**src/ile_pkg.sv**
```systemverilog
// ile_pkg: shared widths, command and status codes, and the result type
// of the indexed list engine
// no dependencies
package ile_pkg;

    localparam int CMD_W    = 3;
    localparam int POS_W    = 11;
    localparam int DATA_W   = 32;
    localparam int LEN_W    = 11;
    localparam int STATUS_W = 2;

    localparam logic [CMD_W-1:0] CMD_GET    = 3'd0;
    localparam logic [CMD_W-1:0] CMD_HEAD   = 3'd1;
    localparam logic [CMD_W-1:0] CMD_TAIL   = 3'd2;
    localparam logic [CMD_W-1:0] CMD_INSERT = 3'd3;
    localparam logic [CMD_W-1:0] CMD_DELETE = 3'd4;

    localparam logic [STATUS_W-1:0] ST_DONE  = 2'd0;
    localparam logic [STATUS_W-1:0] ST_RANGE = 2'd1;
    localparam logic [STATUS_W-1:0] ST_FULL  = 2'd2;

    localparam logic [DATA_W-1:0] MISS_DATA = {DATA_W{1'b1}};

    typedef struct packed {
        logic signed [DATA_W-1:0] data;
        logic                     hit;
        logic [STATUS_W-1:0]      status;
        logic [LEN_W-1:0]         length;
    } res_t;

endpackage

```
**src/ile_seq.sv**
```systemverilog
// ile_seq: command sequencer of the indexed list engine; walks the link ram,
// keeps head, free chain, length and the fill mark of never used slots
// depends on ile_pkg
module ile_seq
    import ile_pkg::*;
#(
    parameter int CAPACITY = 1024,
    localparam int SW = $clog2(CAPACITY),
    localparam int CW = $clog2(CAPACITY + 1)
)(
    input  logic                     clk,
    input  logic                     rst_n,
    input  logic                     in_valid,
    output logic                     in_ready,
    input  logic [CMD_W-1:0]         cmd,
    input  logic [POS_W-1:0]         position,
    input  logic signed [DATA_W-1:0] data_in,
    output logic                     res_valid,
    input  logic                     res_ready,
    output res_t                     res,
    output logic                     link_we,
    output logic [SW-1:0]            link_waddr,
    output logic [SW-1:0]            link_wdata,
    output logic                     link_re,
    output logic [SW-1:0]            link_raddr,
    input  logic [SW-1:0]            link_rdata,
    output logic                     value_we,
    output logic [SW-1:0]            value_waddr,
    output logic [DATA_W-1:0]        value_wdata,
    input  logic [DATA_W-1:0]        value_rdata
);

    localparam int LW = (CW > POS_W) ? CW : POS_W;
    localparam logic [SW-1:0] LAST_SLOT  = SW'(CAPACITY - 1);
    localparam logic [CW-1:0] FULL_COUNT = CW'(CAPACITY);

    localparam logic [2:0] S_IDLE  = 3'd0;
    localparam logic [2:0] S_START = 3'd1;
    localparam logic [2:0] S_POP   = 3'd2;
    localparam logic [2:0] S_WALK  = 3'd3;
    localparam logic [2:0] S_FIX   = 3'd4;
    localparam logic [2:0] S_RESP  = 3'd5;

    logic [2:0]               state_reg, state_next;
    logic [CMD_W-1:0]         cmd_reg, cmd_next;
    logic [LW-1:0]            pos_reg, pos_next;
    logic [DATA_W-1:0]        val_reg, val_next;
    logic [SW-1:0]            head_reg, head_next;
    logic [SW-1:0]            free_reg, free_next;
    logic [CW-1:0]            count_reg, count_next;
    logic [CW-1:0]            fresh_reg, fresh_next;
    logic [LW-1:0]            steps_reg, steps_next;
    logic [SW-1:0]            raddr_reg, raddr_next;
    logic                     impl_reg, impl_next;
    logic [SW-1:0]            prev_reg, prev_next;
    logic [SW-1:0]            slot_reg, slot_next;
    logic [SW-1:0]            aux_reg, aux_next;
    logic signed [DATA_W-1:0] rdat_reg, rdat_next;
    logic                     rhit_reg, rhit_next;
    logic [STATUS_W-1:0]      rst_reg, rst_next;

    logic [LW-1:0] count_ext;
    logic [SW-1:0] succ_slot;
    logic [SW-1:0] link_eff;
    logic          issue;
    logic [SW-1:0] issue_addr;

    assign count_ext = LW'(count_reg);
    // slots at or past the fill mark imply the link i+1, wrapping to 0 at the last slot
    assign succ_slot = (raddr_reg == LAST_SLOT) ? '0 : SW'(raddr_reg + 1'b1);
    assign link_eff  = impl_reg ? succ_slot : link_rdata;

    always_comb
    begin
        state_next  = state_reg;
        cmd_next    = cmd_reg;
        pos_next    = pos_reg;
        val_next    = val_reg;
        head_next   = head_reg;
        free_next   = free_reg;
        count_next  = count_reg;
        fresh_next  = fresh_reg;
        steps_next  = steps_reg;
        prev_next   = prev_reg;
        slot_next   = slot_reg;
        aux_next    = aux_reg;
        rdat_next   = rdat_reg;
        rhit_next   = rhit_reg;
        rst_next    = rst_reg;
        issue       = 1'b0;
        issue_addr  = head_reg;
        link_we     = 1'b0;
        link_waddr  = slot_reg;
        link_wdata  = link_eff;
        value_we    = 1'b0;
        value_waddr = free_reg;
        value_wdata = val_reg;

        case (state_reg)
            S_IDLE:
            begin
                if (in_valid)
                begin
                    cmd_next = cmd;
                    val_next = data_in;
                    case (cmd)
                        CMD_HEAD: pos_next = '0;
                        CMD_TAIL: pos_next = count_ext;
                        default:  pos_next = LW'(position);
                    endcase
                    state_next = S_START;
                end
            end
            S_START:
            begin
                rdat_next  = '0;
                rhit_next  = 1'b0;
                rst_next   = ST_DONE;
                state_next = S_RESP;
                case (cmd_reg)
                    CMD_GET, CMD_DELETE:
                    begin
                        if (pos_reg < count_ext)
                        begin
                            issue      = 1'b1;
                            issue_addr = head_reg;
                            steps_next = pos_reg;
                            state_next = S_WALK;
                        end
                        else
                        begin
                            rst_next = ST_RANGE;
                            if (cmd_reg == CMD_GET)
                            begin
                                rdat_next = MISS_DATA;
                            end
                        end
                    end
                    CMD_HEAD, CMD_TAIL, CMD_INSERT:
                    begin
                        if (pos_reg > count_ext)
                        begin
                            rst_next = ST_RANGE;
                        end
                        else if (count_reg >= FULL_COUNT)
                        begin
                            rst_next = ST_FULL;
                        end
                        else
                        begin
                            issue      = 1'b1;
                            issue_addr = free_reg;
                            state_next = S_POP;
                        end
                    end
                    default:
                    begin
                        rst_next = ST_DONE;
                    end
                endcase
            end
            S_POP:
            begin
                // take the free chain head as the new entry
                free_next   = link_eff;
                slot_next   = free_reg;
                value_we    = 1'b1;
                value_waddr = free_reg;
                value_wdata = val_reg;
                if (impl_reg)
                begin
                    fresh_next = fresh_reg + 1'b1;
                end
                if (pos_reg == '0)
                begin
                    link_we    = 1'b1;
                    link_waddr = free_reg;
                    link_wdata = head_reg;
                    head_next  = free_reg;
                    count_next = count_reg + 1'b1;
                    rhit_next  = 1'b1;
                    state_next = S_RESP;
                end
                else
                begin
                    issue      = 1'b1;
                    issue_addr = head_reg;
                    steps_next = pos_reg - 1'b1;
                    state_next = S_WALK;
                end
            end
            S_WALK:
            begin
                if (steps_reg != '0)
                begin
                    issue      = 1'b1;
                    issue_addr = link_eff;
                    prev_next  = raddr_reg;
                    steps_next = steps_reg - 1'b1;
                end
                else
                begin
                    case (cmd_reg)
                        CMD_GET:
                        begin
                            rdat_next  = value_rdata;
                            rhit_next  = 1'b1;
                            state_next = S_RESP;
                        end
                        CMD_DELETE:
                        begin
                            slot_next = raddr_reg;
                            if (pos_reg == '0)
                            begin
                                head_next = link_eff;
                            end
                            else
                            begin
                                link_we    = 1'b1;
                                link_waddr = prev_reg;
                                link_wdata = link_eff;
                            end
                            state_next = S_FIX;
                        end
                        default:
                        begin
                            link_we    = 1'b1;
                            link_waddr = slot_reg;
                            link_wdata = link_eff;
                            aux_next   = raddr_reg;
                            state_next = S_FIX;
                        end
                    endcase
                end
            end
            S_FIX:
            begin
                link_we = 1'b1;
                if (cmd_reg == CMD_DELETE)
                begin
                    link_waddr = slot_reg;
                    link_wdata = free_reg;
                    free_next  = slot_reg;
                    count_next = count_reg - 1'b1;
                end
                else
                begin
                    link_waddr = aux_reg;
                    link_wdata = slot_reg;
                    count_next = count_reg + 1'b1;
                end
                rhit_next  = 1'b1;
                state_next = S_RESP;
            end
            S_RESP:
            begin
                if (res_ready)
                begin
                    state_next = S_IDLE;
                end
            end
            default:
            begin
                state_next = S_IDLE;
            end
        endcase

        raddr_next = issue ? issue_addr : raddr_reg;
        impl_next  = issue ? (CW'(issue_addr) >= fresh_reg) : impl_reg;
    end

    assign link_re    = issue;
    assign link_raddr = issue_addr;

    assign in_ready   = (state_reg == S_IDLE);
    assign res_valid  = (state_reg == S_RESP);
    assign res.data   = rdat_reg;
    assign res.hit    = rhit_reg;
    assign res.status = rst_reg;
    assign res.length = count_ext[LEN_W-1:0];

    always_ff @(posedge clk or negedge rst_n)
    begin
        if (!rst_n)
        begin
            state_reg <= S_IDLE;
            head_reg  <= '0;
            free_reg  <= '0;
            count_reg <= '0;
            fresh_reg <= '0;
            impl_reg  <= 1'b0;
        end
        else
        begin
            state_reg <= state_next;
            head_reg  <= head_next;
            free_reg  <= free_next;
            count_reg <= count_next;
            fresh_reg <= fresh_next;
            impl_reg  <= impl_next;
        end
    end

    always_ff @(posedge clk)
    begin
        cmd_reg   <= cmd_next;
        pos_reg   <= pos_next;
        val_reg   <= val_next;
        steps_reg <= steps_next;
        raddr_reg <= raddr_next;
        prev_reg  <= prev_next;
        slot_reg  <= slot_next;
        aux_reg   <= aux_next;
        rdat_reg  <= rdat_next;
        rhit_reg  <= rhit_next;
        rst_reg   <= rst_next;
    end

endmodule

```
**config.mk**
```make
export PLATFORM = sky130hd
export DESIGN_NAME = ile_seq
export DESIGN_NICKNAME = d
export VERILOG_FILES = /design/src/ile_pkg.sv /design/src/ile_seq.sv
export SDC_FILE = /design/constraint.sdc
export NUM_CORES = 1
export LEC_CHECK = 0
export ABC_AREA = 1
export CAP_MARGIN = 5
export CELL_PAD_IN_SITES_DETAIL_PLACEMENT = 0
export CELL_PAD_IN_SITES_GLOBAL_PLACEMENT = 1
export CORE_UTILIZATION = 25
export DETAILED_ROUTE_END_ITERATION = 16
export DONT_BUFFER_PORTS = 1
export PLACE_DENSITY = 0.47
export SLEW_MARGIN = 0
export SYNTH_ARGS = -nofsm -noshare
export SYNTH_HDL_FRONTEND = slang
export SYNTH_SLANG_ARGS = --single-unit
```
**constraint.sdc**
```tcl
create_clock -name clk -period 9.25 [get_ports clk]
set_input_delay 1.85 -clock clk [delete_from_list [all_inputs] [get_ports clk]]
set_output_delay 1.85 -clock clk [all_outputs]
set_load 0.005 [all_outputs]
```
=== Yosys cells after proc, flatten, opt, wreduce, memory -nomap -nowiden ===
Index checks and enable logic that the tools add are counted.

* Word-level logic and storage cells: 147
* Flip-flop bits (word level): 178
* Bits of input ports: 92
* Output and inout bits: 123

* Bitwise gates (word level): 2
* $lt $le $gt $ge: 4
* Reductions and logical operators: 23
* Muxes and demuxes: 71
* Add/sub/neg operators: 6
* Equality and inequality tests: 24

{| class="wikitable"
|+ Operator list
! cell !! count
|-
| two-way mux 10 bit || 20
|-
| two-way mux 32 bit || 5
|-
| one-hot mux 10 bit (2 select lines) || 5
|-
| two-way mux 11 bit || 6
|-
| one-hot mux 32 bit (2 select lines) || 1
|-
| one-hot mux 11 bit (2 select lines) || 2
|-
| one-hot mux 11 bit (3 select lines) || 1
|-
| subtractor 11 x 1 -> 11 bit (second input constant) || 3
|-
| one-hot mux 10 bit (3 select lines) || 1
|-
| adder 11 x 1 -> 11 bit (second input constant) || 2
|-
| != test 2 bit (second input constant) || 11
|-
| two-way mux 3 bit || 7
|-
| one-hot mux 3 bit (6 select lines) || 1
|-
| == test 3 x 2 -> 1 bit (second input constant) || 5
|-
| two-way mux 1 bit || 13
|-
| AND reduction 3 bit || 4
|-
| greater-or-equal comparator 10 x 11 -> 1 bit || 1
|-
| greater-or-equal comparator 11 bit (second input constant) || 1
|-
| greater-than comparator 11 bit || 1
|-
| logical NOT 11 bit || 1
|-
| less-than comparator 11 bit || 1
|-
| nonzero test 11 bit || 1
|-
| adder 10 x 1 -> 10 bit (second input constant) || 1
|-
| == test 10 bit (second input constant) || 1
|-
| 19 further kinds || 35
|}

=== Logic depth before layout (Yosys ltp) ===
* Depth after elaboration: 7
* Mapped depth: 22
* Gate-level depth less buffers: 22

=== Least setup slack after synthesis ===
Ideal clock, no wire load.

* Path kind: input to register
* Start: input port in_valid
* End: register cmd_reg[0] (enable)
* Stages: 2
* Setup slack: 3.703 ns
* Data arrival time: 5.040 ns
* Cells stage by stage: inv_1 > nor3_1

* Word-level cells in the longest chain between the ends: 1

{| class="wikitable"
|+ RTL lines
! item !! line !! source
|-
| from (decl) || ile_seq.sv:13 || <nowiki>input logic in_valid,</nowiki>
|-
| AND reduction 2 bit (no source line) || - ||
|-
| to (signal assigned) || ile_seq.sv:306 || <nowiki>cmd_reg <= cmd_next;</nowiki>
|-
| to (decl) || ile_seq.sv:45 || <nowiki>logic [CMD_W-1:0] cmd_reg, cmd_next;</nowiki>
|}

Every way passes these cells.
A chain may end at the register's enable or synchronous reset.

=== Final worst setup path ===
* Start: register count_reg[6], in the netlist count_ext[6]
* End: output port link_raddr[6]

* Word-level cells in the longest chain between the ends: 5
* Elaborated cells on any way between the ends: 6
* Those cells by class: 2 x order compare; 4 x mux

{| class="wikitable"
|+ RTL lines
! item !! line !! source
|-
| from (decl) || ile_seq.sv:50 || <nowiki>logic [CW-1:0] count_reg, count_next;</nowiki>
|-
| from (signal assigned) || ile_seq.sv:298 || <nowiki>count_reg <= count_next;</nowiki>
|-
| greater-or-equal comparator 11 bit || ile_seq.sv:145 || <nowiki>else if (count_reg >= FULL_COUNT)</nowiki>
|-
| two-way mux 10 bit || ile_seq.sv:145 ||
|-
| two-way mux 10 bit (*) || ile_seq.sv:141 || <nowiki>if (pos_reg > count_ext)</nowiki>
|-
| two-way mux 10 bit (*) || - ||
|-
| one-hot mux 10 bit (2 select lines) (*) || ile_seq.sv:99 || <nowiki>case (state_reg)</nowiki>
|-
| to (decl) || ile_seq.sv:25 || <nowiki>output logic [SW-1:0] link_raddr,</nowiki>
|}

Mark *: on every way between the ends. The rest lies on a longest branch, timed or not.

==> flow_summary.yaml <==
run_status:
  status: "finished clean"
worst_setup_path:
  worstPathRequired_ns: 7.40
  rr_worst_depth: 21
  worstSetupStartpointType: "flop"
  cp_max_fo: 8
  r2r_start: "count_ext[6]"
  critPathCaptureType: "primary output"
  reg2reg_to: "impl_reg"
  critPathArrivalTime_ns: 3.47
  crit_type: "reg2out"
  reg2reg_slack_ns: 5.17
logic_synthesis:
  syn_nets: 1177
  synth.distinct_cells: 37
  yosysWarnings: 0
  yosysTopAreaCellShare: 0.420
  synth-seq-area-share: 0.543
  synth_top_cell_by_area: "edfxtp_1"
  synth-seq-cells: 178
  synthCells: 1059
  synth-async-reset-ratio: 0.258
  synth.most_common_cell: "nand2_1"
  avgSynthCellArea_um2: 8.90
  synthTopCellsByCount: "284 x nand2_1, 132 x edfxtp_1, 120 x inv_1, 89 x o21ai_0, 69 x nand3_1"
  synth_edf_count: 132
  synth_flop_cell: "edfxtp_1"
  synth.cell_area_um2: 9430
  synthTopCellsByArea: "edfxtp_1 42%, dfrtp_1 12%, nand2_1 11%"
clock_tree:
  cts_buffers: 17
  clockRootBuffer: "clkbuf_16"
  cts.clk_slew.worst_paths_ns: 0.07
  cts_sinks: 178
  ctsHoldBuffers: 0
  clock_latency_ns: 0.44
  cts_resized: 0
  cts_setup_buffers: 0
  clk_path_buf_depth: 2
  cts_tree: "built"
  ctsHtreeMaxLevel: 4
power:
  powerDensity_nw_per_um2: 312
  p_sw_w: 0.00140
  power_leakage_nw: 4.36
  pwr-share-seq: 0.422
  p_comb_frac: 0.357
  clkPwrFrac: 0.221
  swShare: 0.428
  ir_drop_mv: 0.160
  internal_power_w: 0.00188
die:
  row_count: 70
  fp.coreArea_um2: 36900
  die_height_um: 196
  top_level_ports: 215
  start_util: 0.256
  die_x_um: 196
  dieArea_um2: 38500
min_path:
  whs_endpoint: "fresh_reg[9]"
  hp-start: "fresh_reg[9]"
  hold_class: "reg2reg"
  whs_path_depth: 1
cells_and_area:
  final_layout_size_suffix_gt1_frac: 0.0629
  nets: 1171
  regArea_um2: 5110
  multiInputGateArea_um2: 3670
  stdcell_count: 1571
  areaGrowthSynthToFinish_pct: 11.7
  fillers: 3976
sta:
  grt_setup_unrepaired: "false"
  min_period_over_period: 0.575
  slew_headroom: 0.291
  min_period_ns: 5.32
  fin_setup_tns_ns: 0
  worstMarginPinSlew_ns: 1.06
  fmax_ghz: 0.188
  setup_violations: 0
  finalHoldViolations: 0
  maxSlewViolCount: 0
  skew_ns: 0.0100
route:
  drc: 0
  num_vias: 7346
  routed_wl_um: 32200
  drtIter0Drc: 405
  ant_nets: 0
  first_pass_iters: 5
  viasPerCell: 4.68
  drt-wirelength-per-cell_um: 20.5
global_routing:
  grt-ovfl-total: 0
  grt_max_degree: 47
  first_global_vias: 7391
  track_usage: 0.170
  grt_pass1_wl_um: 47900
  antenna_found_initial: 1
flow_run:
  cap_violations: 0
placed_design:
  hpwl_um: 23700
  placed_cells: 1538
  io_buffers: 0
  gp_congestion: 0.813
[critical path: stages (launching register included)]
cell and delay [ns]:
dfrtp_1 0.50, inv_1 0.19, ha_1 0.34, nand2_1 0.07, inv_1 0.04, nand2_1 0.05, nand2_1 0.05, nand2_1 0.06
nand3_1 0.21, nand2_1 0.25, nand2_1 0.15, nor2_1 0.63, nand2_1 0.16, nand2_1 0.10, nand2_1 0.05, nand2_1 0.17
[how the worst max path moves through the flow]
stage / startpoint / endpoint / slack (ns) / cells past startpoint
finish: count_ext[6] / link_raddr[6] / 3.93 / 15
CTS: count_ext[6] / link_raddr[6] / 3.93 / 15
detailed placement: count_ext[6] / link_raddr[6] / 4.43 / 15
global route: count_ext[2] / link_raddr[6] / 3.60 / 13
global placement: count_ext[2] / link_raddr[6] / 4.38 / 15
floorplan: in_valid / cmd_reg[0] / 3.70 / 2
[layer usage]
metal	part of all wire	vias to the layer above	track usage
li1	-	3566	-
met1	0.44	3531	0.213
met2	0.47	222	0.277
met3	0.073	27	0.0569
met4	0.018	0	0.0512
met5	0	-	0
[layout by cell type (no fill, tap or decap), types with 4 or more instances in the layout]
master and instances:
nor2_2 6, o21ai_2 6, o211ai_1 12, o21ai_1 8, nor2_1 68, ha_1 26, edfxtp_1 132, nor3_2 4
clkbuf_16 17, o21bai_1 5, a21oi_1 51, nand2_2 4, nor3_1 12, buf_4 10, inv_2 5, o21ai_0 89
nand2_1 284, nand4_1 20, xor2_1 24, a22oi_1 7, clkinv_1 4, nand3_1 69, inv_1 120, dfrtp_1 46
o22ai_1 6
[area by class of cell]
cell class,count,area share
Timing Repair Buffer,10,0.00713
Antenna cell,1,0.000238
Clock inverter,11,0.0108
Tap cell,504,0.0599
Multi-Input combinational cell,720,0.348
Clock buffer,21,0.0428
Inverter,126,0.0449
Sequential cell,178,0.486
[cell families after synthesis]
family | Yosys count | synth area share
buffers and inverters | 161 | 0.0702
DFF | 178 | 0.543
xor gates and xnor gates | 27 | 0.0251
adders and majority gates | 26 | 0.0345
AOI/OAI and AO/OA | 191 | 0.113
and+or+nand+nor | 476 | 0.215
[power by group through the flow]
stage	Sequential, W	Combinational, W	Clock, W
2_1_floorplan	0.00131	0.000807	0
3_3_place_gp	0.00141	0.00120	0
3_5_place_dp	0.00141	0.00119	0
4_1_cts	0.00139	0.00119	0.000752
5_1_grt	0.00142	0.00134	0.000779
6_report	0.00139	0.00117	0.000724
[metrics by stage]
step	hold slack [ns]	total power [W]	area, µm²	setup slack, ns	utilization
after CTS	0.471	0.00334	10500	3.93	0.285
final	0.472	0.00328	10500	3.93	0.286
after floorplan	0.439	0.00211	9430	3.70	-
after global placement	0.461	0.00260	9960	4.38	0.270
after detailed placement	0.457	0.00260	9960	4.43	0.270
after global routing	0.498	0.00354	10500	3.60	0.285
Note: power is estimated with default switching activity, not from simulation.
